[config.mk]
export PLATFORM = sky130hd
export DESIGN_NAME = message_deframer
export DESIGN_NICKNAME = d
export VERILOG_FILES = /design/src/sv/mdf_pkg.sv /design/src/sv/mdf_fields.sv /design/src/sv/message_deframer.sv
export VERILOG_INCLUDE_DIRS = /design/src /design/src/sv
export SDC_FILE = /design/constraint.sdc
export NUM_CORES = 1
export LEC_CHECK = 0
export BUFFER_PORTS_ARGS = -buffer_cell sky130_fd_sc_hd__buf_2
export CORE_MARGIN = 1.5
export CORE_UTILIZATION = 45
export CTS_CLUSTER_SIZE = 10
export DETAILED_ROUTE_END_ITERATION = 8
export SETUP_SLACK_MARGIN = 0.3
export SLEW_MARGIN = 20
export SYNTH_ARGS = -nofsm -noshare
export SYNTH_HDL_FRONTEND = slang
export SYNTH_SLANG_ARGS = --single-unit
[constraint.sdc]
create_clock -name clock -period 10.1 [get_ports clock]
set_clock_uncertainty 0.2 [all_clocks]
set_input_delay 1.01 -clock clock [delete_from_list [all_inputs] [get_ports clock]]
set_output_delay 1.01 -clock clock [all_outputs]
set_load 0.01 [all_outputs]
[src/sv/assert_macros.svh]
// ---------------------------------------------------------------------------
// assertion helpers shared by the rtl files
// ---------------------------------------------------------------------------
`ifndef ASSERT_MACROS_SVH
`define ASSERT_MACROS_SVH

// same-cycle implication, checked outside reset
`define MDF_ASSERT_IMPLY(label, clk, rst, ante, cons) \
   label: assert property (@(posedge clk) disable iff (rst) (ante) |-> (cons)) \
      else $error("same-cycle implication violated");

// next-cycle implication, checked outside reset
`define MDF_ASSERT_NEXT(label, clk, rst, ante, cons) \
   label: assert property (@(posedge clk) disable iff (rst) (ante) |=> (cons)) \
      else $error("next-cycle implication violated");

`endif

[src/sv/mdf_pkg.sv]
// ---------------------------------------------------------------------------
// mdf_pkg
// types and constants of the message deframer
// ---------------------------------------------------------------------------
package mdf_pkg;

   localparam int unsigned HDR_SHORT = 20;
   localparam int unsigned HDR_LONG  = 24;
   localparam int unsigned WIN_BYTES = 4;
   localparam int unsigned POS_W     = 5;
   localparam int unsigned DATA_W    = 160;

   localparam logic [31:0] MAGIC_A    = 32'h0ABC_DEF0;
   localparam logic [31:0] MAGIC_B    = 32'h0FED_CBA0;
   localparam logic [15:0] CLASS_EXT  = 16'h6414;
   localparam logic [15:0] CLASS_ZERO = 16'h0000;

   localparam logic KIND_HEADER = 1'b0;
   localparam logic KIND_BODY   = 1'b1;

   typedef enum logic [2:0] {
      PH_HUNT   = 3'b001,
      PH_GATHER = 3'b010,
      PH_BODY   = 3'b100
   } phase_type;

   typedef logic [HDR_LONG-1:0][7:0] hdr_bytes_type;

   typedef struct packed {
      logic [31:0] message_id;
      logic [7:0]  channel_number;
      logic [15:0] message_number;
      logic [15:0] status_code;
      logic [15:0] message_class;
      logic [31:0] payload_offset;
      logic [31:0] body_length;
      logic        is_long;
   } hdr_fields_type;

endpackage

[src/sv/mdf_fields.sv]
// ---------------------------------------------------------------------------
// mdf_fields
// unpacks little-endian header bytes into fields and sizes the header
// ---------------------------------------------------------------------------
module mdf_fields (
   input  mdf_pkg::hdr_bytes_type  hdr_i,
   output mdf_pkg::hdr_fields_type fields_o
);
   import mdf_pkg::*;

   logic [15:0] cls;
   logic        is_long;

   assign cls     = {hdr_i[19], hdr_i[18]};
   assign is_long = (cls == CLASS_EXT) || (cls == CLASS_ZERO);

   always_comb begin
      fields_o.message_id     = {hdr_i[7], hdr_i[6], hdr_i[5], hdr_i[4]};
      fields_o.body_length    = {hdr_i[11], hdr_i[10], hdr_i[9], hdr_i[8]};
      fields_o.channel_number = hdr_i[12];
      fields_o.message_number = {hdr_i[15], hdr_i[14]};
      fields_o.status_code    = {hdr_i[17], hdr_i[16]};
      fields_o.message_class  = cls;
      fields_o.is_long        = is_long;
      // offset bytes exist only in the long header form
      fields_o.payload_offset = is_long ? {hdr_i[23], hdr_i[22], hdr_i[21], hdr_i[20]}
                                        : 32'd0;
   end

endmodule

[src/sv/message_deframer.sv]
// ---------------------------------------------------------------------------
// message_deframer
// hunts for a magic word, gathers a 20 or 24 byte header, then streams body
// ---------------------------------------------------------------------------
// result: held in the output register from the cycle after its byte is accepted
// throughput: one byte per cycle, set by the single input-to-result stage;
//   the input stalls only while an unread result blocks the output register
// reset: synchronous, clears phase to hunting, window count, remaining body count and output valid
// ---------------------------------------------------------------------------
`include "assert_macros.svh"

module message_deframer (
   input  logic                        clock,
   input  logic                        reset,
   input  logic                        req_tvalid,
   output logic                        req_tready,
   input  logic [7:0]                  req_tdata,  // [7:0] rx_byte
   output logic                        rsp_tvalid,
   input  logic                        rsp_tready,
   // [31:0] message_id, [39:32] channel_number, [55:40] message_number,
   // [71:56] status_code, [87:72] message_class, [119:88] payload_offset,
   // [151:120] body_length, [159:152] body_byte
   output logic [mdf_pkg::DATA_W-1:0]  rsp_tdata,
   output logic                        rsp_tuser,  // [0] item_kind
   output logic                        rsp_tlast   // message_end
);
   import mdf_pkg::*;

   localparam logic [POS_W-1:0] POS_WIN        = POS_W'(WIN_BYTES);
   localparam logic [POS_W-1:0] POS_LAST_SHORT = POS_W'(HDR_SHORT - 1);
   localparam logic [POS_W-1:0] POS_LAST_LONG  = POS_W'(HDR_LONG - 1);

   phase_type              phase_ff, phase_in;
   logic [POS_W-1:0]       pos_ff, pos_in;
   hdr_bytes_type          store_ff, store_in;
   logic [31:0]            remain_ff, remain_in;

   logic                   rsp_valid_ff, rsp_valid_in;
   logic [DATA_W-1:0]      rsp_data_ff, rsp_data_in;
   logic                   rsp_kind_ff, rsp_kind_in;
   logic                   rsp_last_ff, rsp_last_in;

   logic                   accept;
   logic                   emit;
   logic [7:0]             rx_byte;
   logic [31:0]            window;
   hdr_bytes_type          hdr_view;
   hdr_fields_type         fields;

   assign rx_byte    = req_tdata;
   assign req_tready = !rsp_valid_ff || rsp_tready;
   assign accept     = req_tvalid && req_tready;

   // header as it stands with the arriving byte placed at its position
   always_comb begin
      hdr_view = store_ff;
      for (int i = 0; i < HDR_LONG; i++) begin
         if (pos_ff == POS_W'(i)) begin
            hdr_view[i] = rx_byte;
         end
      end
   end

   mdf_fields u_fields (
      .hdr_i    (hdr_view),
      .fields_o (fields)
   );

   assign window = {rx_byte, store_ff[3], store_ff[2], store_ff[1]};

   always_comb begin
      phase_in    = phase_ff;
      pos_in      = pos_ff;
      store_in    = store_ff;
      remain_in   = remain_ff;
      emit        = 1'b0;
      rsp_kind_in = KIND_HEADER;
      rsp_last_in = 1'b0;
      rsp_data_in = '0;

      unique case (phase_ff)
         PH_GATHER: begin
            store_in = hdr_view;
            pos_in   = pos_ff + 1'b1;
            if ((pos_ff == POS_LAST_SHORT && !fields.is_long) ||
                pos_ff == POS_LAST_LONG) begin
               emit        = 1'b1;
               rsp_data_in = {8'd0, fields.body_length, fields.payload_offset,
                              fields.message_class, fields.status_code,
                              fields.message_number, fields.channel_number,
                              fields.message_id};
               remain_in   = fields.body_length;
               pos_in      = '0;
               if (fields.body_length == 32'd0) begin
                  rsp_last_in = 1'b1;
                  phase_in    = PH_HUNT;
               end else begin
                  phase_in = PH_BODY;
               end
            end
         end
         PH_BODY: begin
            emit        = 1'b1;
            rsp_kind_in = KIND_BODY;
            rsp_data_in = {rx_byte, 152'd0};
            remain_in   = remain_ff - 1'b1;
            if (remain_ff == 32'd1) begin
               rsp_last_in = 1'b1;
               phase_in    = PH_HUNT;
               pos_in      = '0;
            end
         end
         PH_HUNT: begin
            store_in[0] = store_ff[1];
            store_in[1] = store_ff[2];
            store_in[2] = store_ff[3];
            store_in[3] = rx_byte;
            if (pos_ff < POS_WIN) begin
               pos_in = pos_ff + 1'b1;
            end
            // window full once this byte lands
            if (pos_ff >= POS_WIN - 1'b1 && (window == MAGIC_A || window == MAGIC_B)) begin
               phase_in = PH_GATHER;
               pos_in   = POS_WIN;
            end
         end
         default: begin
            phase_in    = PH_HUNT;
            store_in[3] = rx_byte;
            pos_in      = POS_W'(1);
         end
      endcase
   end

   assign rsp_valid_in = accept ? emit : (rsp_valid_ff && !rsp_tready);

   always_ff @(posedge clock) begin
      if (reset) begin
         phase_ff     <= PH_HUNT;
         pos_ff       <= '0;
         remain_ff    <= '0;
         rsp_valid_ff <= 1'b0;
      end else begin
         rsp_valid_ff <= rsp_valid_in;
         if (accept) begin
            phase_ff  <= phase_in;
            pos_ff    <= pos_in;
            remain_ff <= remain_in;
         end
      end
   end

   always_ff @(posedge clock) begin
      if (accept) begin
         store_ff <= store_in;
      end
      if (accept && emit) begin
         rsp_data_ff <= rsp_data_in;
         rsp_kind_ff <= rsp_kind_in;
         rsp_last_ff <= rsp_last_in;
      end
   end

   assign rsp_tvalid = rsp_valid_ff;
   assign rsp_tdata  = rsp_data_ff;
   assign rsp_tuser  = rsp_kind_ff;
   assign rsp_tlast  = rsp_last_ff;

   `MDF_ASSERT_IMPLY(a_body_count, clock, reset, phase_ff == PH_BODY, remain_ff != 32'd0)
   `MDF_ASSERT_IMPLY(a_gather_pos, clock, reset, phase_ff == PH_GATHER,
                     pos_ff >= POS_WIN && pos_ff <= POS_LAST_LONG)
   `MDF_ASSERT_IMPLY(a_hunt_pos, clock, reset, phase_ff == PH_HUNT, pos_ff <= POS_WIN)
   `MDF_ASSERT_IMPLY(a_open_header, clock, reset,
                     rsp_valid_ff && rsp_kind_ff == KIND_HEADER && !rsp_last_ff,
                     phase_ff == PH_BODY)
   `MDF_ASSERT_NEXT(a_no_emit_hunt, clock, reset,
                    !rsp_valid_ff && phase_ff == PH_HUNT, !rsp_valid_ff)

endmodule
* Word-level counts from Yosys, hierarchy flattened
Cells that the tools add are included.
Storage, ports and cells: bits in registers 379, bits in latches 0, bits in writable memories 0, bits in read-only memories 0, output and inout port bits 164, logic and storage cells 142, memories 0
Operators by class: add/sub/neg operators 2, multipliers 0, divide/modulo/power cells 0, magnitude comparators 2, equality and inequality tests 36, shifts and indexed selects 0, multiplexer cells 48, bitwise operators 1, reduce and logical (&&, ||, !) cells 24
Operators with widths (number):
- one-hot mux 160 bit (2 select lines) | 1
- two-way mux 8 bit | 23
- two-way mux 152 bit | 1
- equality test 32 x 28 -> 1 bit, second input constant | 2
- two-way mux 32 bit | 2
- one-hot mux 32 bit (2 select lines) | 1
- one-hot mux 24 bit (2 select lines) | 1
- equality test 5 bit, second input constant | 8
- equality test 5 x 4 -> 1 bit, second input constant | 7
- equality test 32 x 1 -> 1 bit, second input constant | 1
- logical NOT 32 bit | 1
- subtractor 32 x 1 -> 32 bit, second input constant | 1
- equality test 5 x 3 -> 1 bit, second input constant | 4
- two-way mux 5 bit | 4
- equality test 16 x 15 -> 1 bit, second input constant | 1
- logical NOT 16 bit | 1
- one-hot mux 8 bit (2 select lines) | 1
- one-hot mux 5 bit (3 select lines) | 1
- AND reduction 3 bit | 5
- two-way mux 3 bit | 4
- != test 2 bit, second input constant | 6
- equality test 5 x 2 -> 1 bit, second input constant | 2
- one-hot mux 3 bit (3 select lines) | 1
- two-way mux 1 bit | 6
- 17 further kinds | 28

* Depth between registers and ports, before layout
depth in word-level cells 10, mapped depth 13, gate-level depth less buffers 10

* Hierarchy
Synthesis repeated with hierarchy kept, for this count alone.
Second synthesis, totals: cell total of the unflattened synthesis 1481, area, all modules 19020.7 µm²
By module, submodules not included:
- message_deframer | times used 1, cells each 1272, area an instance 17347.9 µm², sequential area each 11451.0 µm²
- mdf_fields | times used 1, cells each 209, area an instance 1672.9 µm², sequential area each 0.0 µm²

* Least setup slack after synthesis
No wires, ideal clock.
path type input to register, start point input rsp_tready, end point register store_ff[100] (netlist name) (enable), arrival 7.747 ns, data required time 9.234 ns, path slack 1.486 ns, stages 3, path buffers 0, cells stage by stage nand2b_1 nand2_1 nor2_1
On the way: longest elaborated chain between the ends 3
RTL lines:
- start, declared | RTL line message_deframer.sv:19 | input logic rsp_tready,
- logical OR 1 bit | RTL line message_deframer.sv:51 | assign req_tready = !rsp_valid_ff || rsp_tready;
- logical AND 1 bit | RTL line message_deframer.sv:52 | assign accept = req_tvalid && req_tready;
- AND reduction 2 bit (no source line)
- end signal, assigned | RTL line message_deframer.sv:155 | store_ff <= store_in;
- end, declared | RTL line message_deframer.sv:35 | hdr_bytes_type store_ff, store_in;
No other way between the ends. A chain may end at the register's enable or synchronous reset.

* Worst setup path in the final report
start point register pos_ff[4], end point register rsp_kind_ff (netlist: rsp_tuser) (enable)
On the way: longest elaborated chain between the ends 10
RTL lines:
- start, declared | RTL line message_deframer.sv:34 | logic [POS_W-1:0] pos_ff, pos_in;
- start signal, assigned | RTL line message_deframer.sv:147 | pos_ff <= pos_in;
- equality test 5 bit, on equally long branches | RTL line message_deframer.sv:58, message_deframer.sv:85
- two-way mux 8 bit | RTL line message_deframer.sv:58 | if (pos_ff == POS_W'(i)) begin
- equality test 16 x 15 -> 1 bit / logical NOT 16 bit (equally long branches) | RTL line mdf_fields.sv:15 | assign is_long = (cls == CLASS_EXT) || (cls == CLASS_ZERO);
- logical OR 1 bit | RTL line mdf_fields.sv:15
- logical NOT 1 bit | RTL line message_deframer.sv:85 | if ((pos_ff == POS_LAST_SHORT && !fields.is_long) ||
- logical AND 1 bit | RTL line message_deframer.sv:85
- logical OR 1 bit (*) | RTL line message_deframer.sv:85
- two-way mux 1 bit (*) | RTL line message_deframer.sv:85
- one-hot mux 1 bit (2 select lines) (*) | RTL line message_deframer.sv:81 | unique case (phase_ff)
- logical AND 1 bit (*) | RTL line message_deframer.sv:157 | if (accept && emit) begin
- end signal, assigned | RTL line message_deframer.sv:159 | rsp_kind_ff <= rsp_kind_in;
- end, declared | RTL line message_deframer.sv:40 | logic rsp_kind_ff, rsp_kind_in;
Mark *: on every way between the ends. The rest lies on a longest branch, timed or not.

==> run_results.csv <==
group,metric,value,unit
final_layout,area_delta_synth_final,16.0,%
clock_network,cts.path.max_buffers,3,
yosys,synth_nets,1250,
setup_path,cp-start-kind,"flip-flop",
yosys,async_reset_ff_frac,0,
placement,dp_hpwl,23.6,mm
power_and_ir_drop,p_seq_frac,0.527,
clock_network,holdBufCountCts,0,
placement,portBuffers,175,
power_and_ir_drop,combPwrFrac,0.027,
clock_network,cts_resized,0,
timing,setup_violations,0,
power_and_ir_drop,clkPwrFrac,0.446,
die,initial_core_util,0.460,
detailed_routing,drt_first_pass_iters,7,
power_and_ir_drop,power.net_switching,670,uW
timing,rsz0062_at_grt,"false",
yosys,ys_seq_elements,379,
timing,fmax,204,MHz
power_and_ir_drop,netSwitchingFraction,0.205,
yosys,synth_simple_gate_area_frac,0.140,
power_and_ir_drop,power_leakage,0.00666,uW
run_status,outcome,"finished, violations left",
detailed_routing,drt_iter0_drc,759,
yosys,synth_top_area_frac,0.617,
yosys,synthMuxAreaShare,0.106,
timing,fin_crit,4.90,ns
clock_network,clk_pin_slew,0.06,ns
yosys,ys_types,61,
placement,dpl-instance-area,17800,um^2
detailed_routing,ant_nets,0,
power_and_ir_drop,internal-power,2590,uW
timing,post-route-period-util,0.486,
timing,setup_tns,0,ns
detailed_routing,drc,11,
worst_hold_path,hold_path_class,"flip-flop to flip-flop",
yosys,syn_inst,1231,
die,die-area,37700,um^2
timing,finalHoldViolations,0,
yosys,synth_warnings,0,
clock_network,cts_tree,"built",
die,die_w,194,um
final_layout,design_area,19100,um^2
grt,globalRouteOverflowTotal,0,
die,core_area,35700,um^2
yosys,synth_compound_area_frac,0.0521,
timing,slew-limit-headroom,0.258,
yosys,synth-edff-count,338,
setup_path,r2r-end,"rsp_tuser$_DFFE_PP_",
grt,first_global_vias,9994,
placement,gp_congestion,0.829,
detailed_routing,wirelength,38.2,mm
yosys,synth_adder_area_share,0.00532,
timing,slew_viol_final,0,
detailed_routing,avgViaCountPerCell,5.41,
clock_network,cts_root_buf,"clkbuf_16",
clock_network,htreeDepth,2,
clock_network,cts_sinks,379,
yosys,yosysMostFrequentCell,"edfxtp_1",
timing,fin_hold_ws,0.276,ns
power_and_ir_drop,power_density,171,nW/um^2
detailed_routing,routedWlPerCell,20.3,um
clock_network,cts-buffers-inserted,45,
yosys,synth_area_leaders,"edfxtp_1 62%, mux2_2 8.6%, dfxtp_1 5.0%, nor2b_1 4.7%, nor2_1 2.1%",
grt,grt_max_degree,122,
final_layout,fin_nets,1413,
run,maxCapViolCount,0,
setup_path,crit_end,"rsp_tuser$_DFFE_PP_",
detailed_routing,dr_total_vias,10203,
setup_path,startpoint,"pos_ff[4]$_SDFFE_PP0P_",
setup_path,path_class,"flip-flop to flip-flop",
die,dieHeight,194,um
grt,groute.usage.overall,0.201,
setup_path,r2r_cells,7,
power_and_ir_drop,ir_drop,0.000105,V
setup_path,required,10.06,ns
clock_network,clk_latency,0.55,ns
yosys,ys.flop_type,"edfxtp_1",
setup_path,timing.rr.start,"pos_ff[4]$_SDFFE_PP0P_",
yosys,synth-seq-area-share,0.667,
yosys,synth_top_family_by_area,"simple AND/OR/NAND/NOR gates",
yosys,syn_area_per_cell,13.4,um^2
yosys,synthXorXnorAreaFrac,0.00106,
yosys,yosysTopAreaCell,"edfxtp_1",
setup_path,crit_path_end_kind,"flip-flop",
yosys,yosys-top-cells-count,"338 x edfxtp_1, 125 x mux2_2, 124 x nor2b_1",
setup_path,r2r_slack,5.20,ns
yosys,syn_area,16500,um^2
grt,antenna_found_initial,0,
die,ios,176,
grt,grt_pass1_wl,59.1,mm
run_status,failed_checks,"DRC",
final_layout,drive_above_1_share,0.271,
timing,worst_pin_slew,1.11,ns
die,num_rows,69,
setup_path,arrival,4.87,ns
clock_network,postCtsSetupBuffers,0,
setup_path,cp_max_fo,121,
final_layout,antennaDiodeCount,0,
==> power groups by stage <==
stage          Sequential (uW)  Combinational (uW)  Clock, uW
6_report                  1720                87.9       1460
5_1_grt                   1720                97.3       1550
4_1_cts                   1720                89.1       1480
3_5_place_dp              1750                88.7          0
3_3_place_gp              1750                87.4          0
2_1_floorplan             1750                57.7          0
==> layout make-up <==
class / instances / area [um^2]
Clock buffer: 70 / 1230
Tap cell: 461 / 577
Inverter: 41 / 159
Multi-Input combinational cell: 735 / 5070
Fill cell: 3045 / 16700
Timing Repair Buffer: 192 / 1020
Clock inverter: 7 / 63.8
Sequential cell: 379 / 11000
==> worst max-delay path: stages, from the launching register on <==
cell and delay (ns):
dfxtp_1 0.78, and4bb_2 0.56, mux2i_1 0.23, o22ai_1 0.13, a31o_4 0.44, a21o_4 0.40, inv_6 0.70, buf_4 0.89
==> placed cells by master, fill, tap and decap left out, drive strengths merged, types with 43 or more instances in the layout <==
cell    netlist  routed
edfxtp      338     338
buf          17     192
mux2        125     125
nor2b       124     124
nor2         92      92
nand2        77      77
clkbuf       59      70
a21oi        52      52
inv          41      43
==> layer usage <==
metal / track usage / up-vias / part of all wire
li1: - / 4834 / -
met1: 0.287 / 5031 / 0.47
met2: 0.321 / 284 / 0.46
met3: 0.0330 / 54 / 0.049
met4: 0.0518 / 0 / 0.019
met5: 0 / - / 0
==> stage by stage <==
step,setup slack (ns),utilization,cells,total power (uW)
2_1_floorplan,1.49,-,1231,1810
3_3_place_gp,4.85,0.497,1807,1840
3_5_place_dp,4.79,0.497,1807,1840
4_1_cts,5.17,0.533,1884,3290
6_report,5.20,0.534,1885,3260
5_1_grt,4.93,0.534,1885,3370
==> logic make-up after synthesis <==
group                      after synthesis
adders and majority gates                7
muxes                                  158
AOI/OAI and AO/OA                      141
buffers and inverters                  117
DFF                                    379
xor gates and xnor gates                 2
and+or+nand+nor                        427
==> worst min path at each step <==
stage                                     from                    endpoint  slack (ns)  depth (start not counted)
floorplan           remain_ff[31]$_SDFFE_PP0P_  remain_ff[31]$_SDFFE_PP0P_        0.25                          2
global route        remain_ff[22]$_SDFFE_PP0P_  remain_ff[22]$_SDFFE_PP0P_        0.31                          2
detailed placement  remain_ff[31]$_SDFFE_PP0P_  remain_ff[31]$_SDFFE_PP0P_        0.27                          2
finish              remain_ff[31]$_SDFFE_PP0P_  remain_ff[31]$_SDFFE_PP0P_        0.28                          2
global placement    remain_ff[31]$_SDFFE_PP0P_  remain_ff[31]$_SDFFE_PP0P_        0.26                          2
CTS                 remain_ff[31]$_SDFFE_PP0P_  remain_ff[31]$_SDFFE_PP0P_        0.27                          2
==> state kept, by name, indices dropped and copies added (netlist names) <==
register,flops
rsp_tdata,160
pos_ff,5
rsp_tuser,1
remain_ff,32
store_ff,176
phase_ff,3
rsp_tvalid,1
rsp_tlast,1
Note: power is estimated with default switching activity, not from simulation.
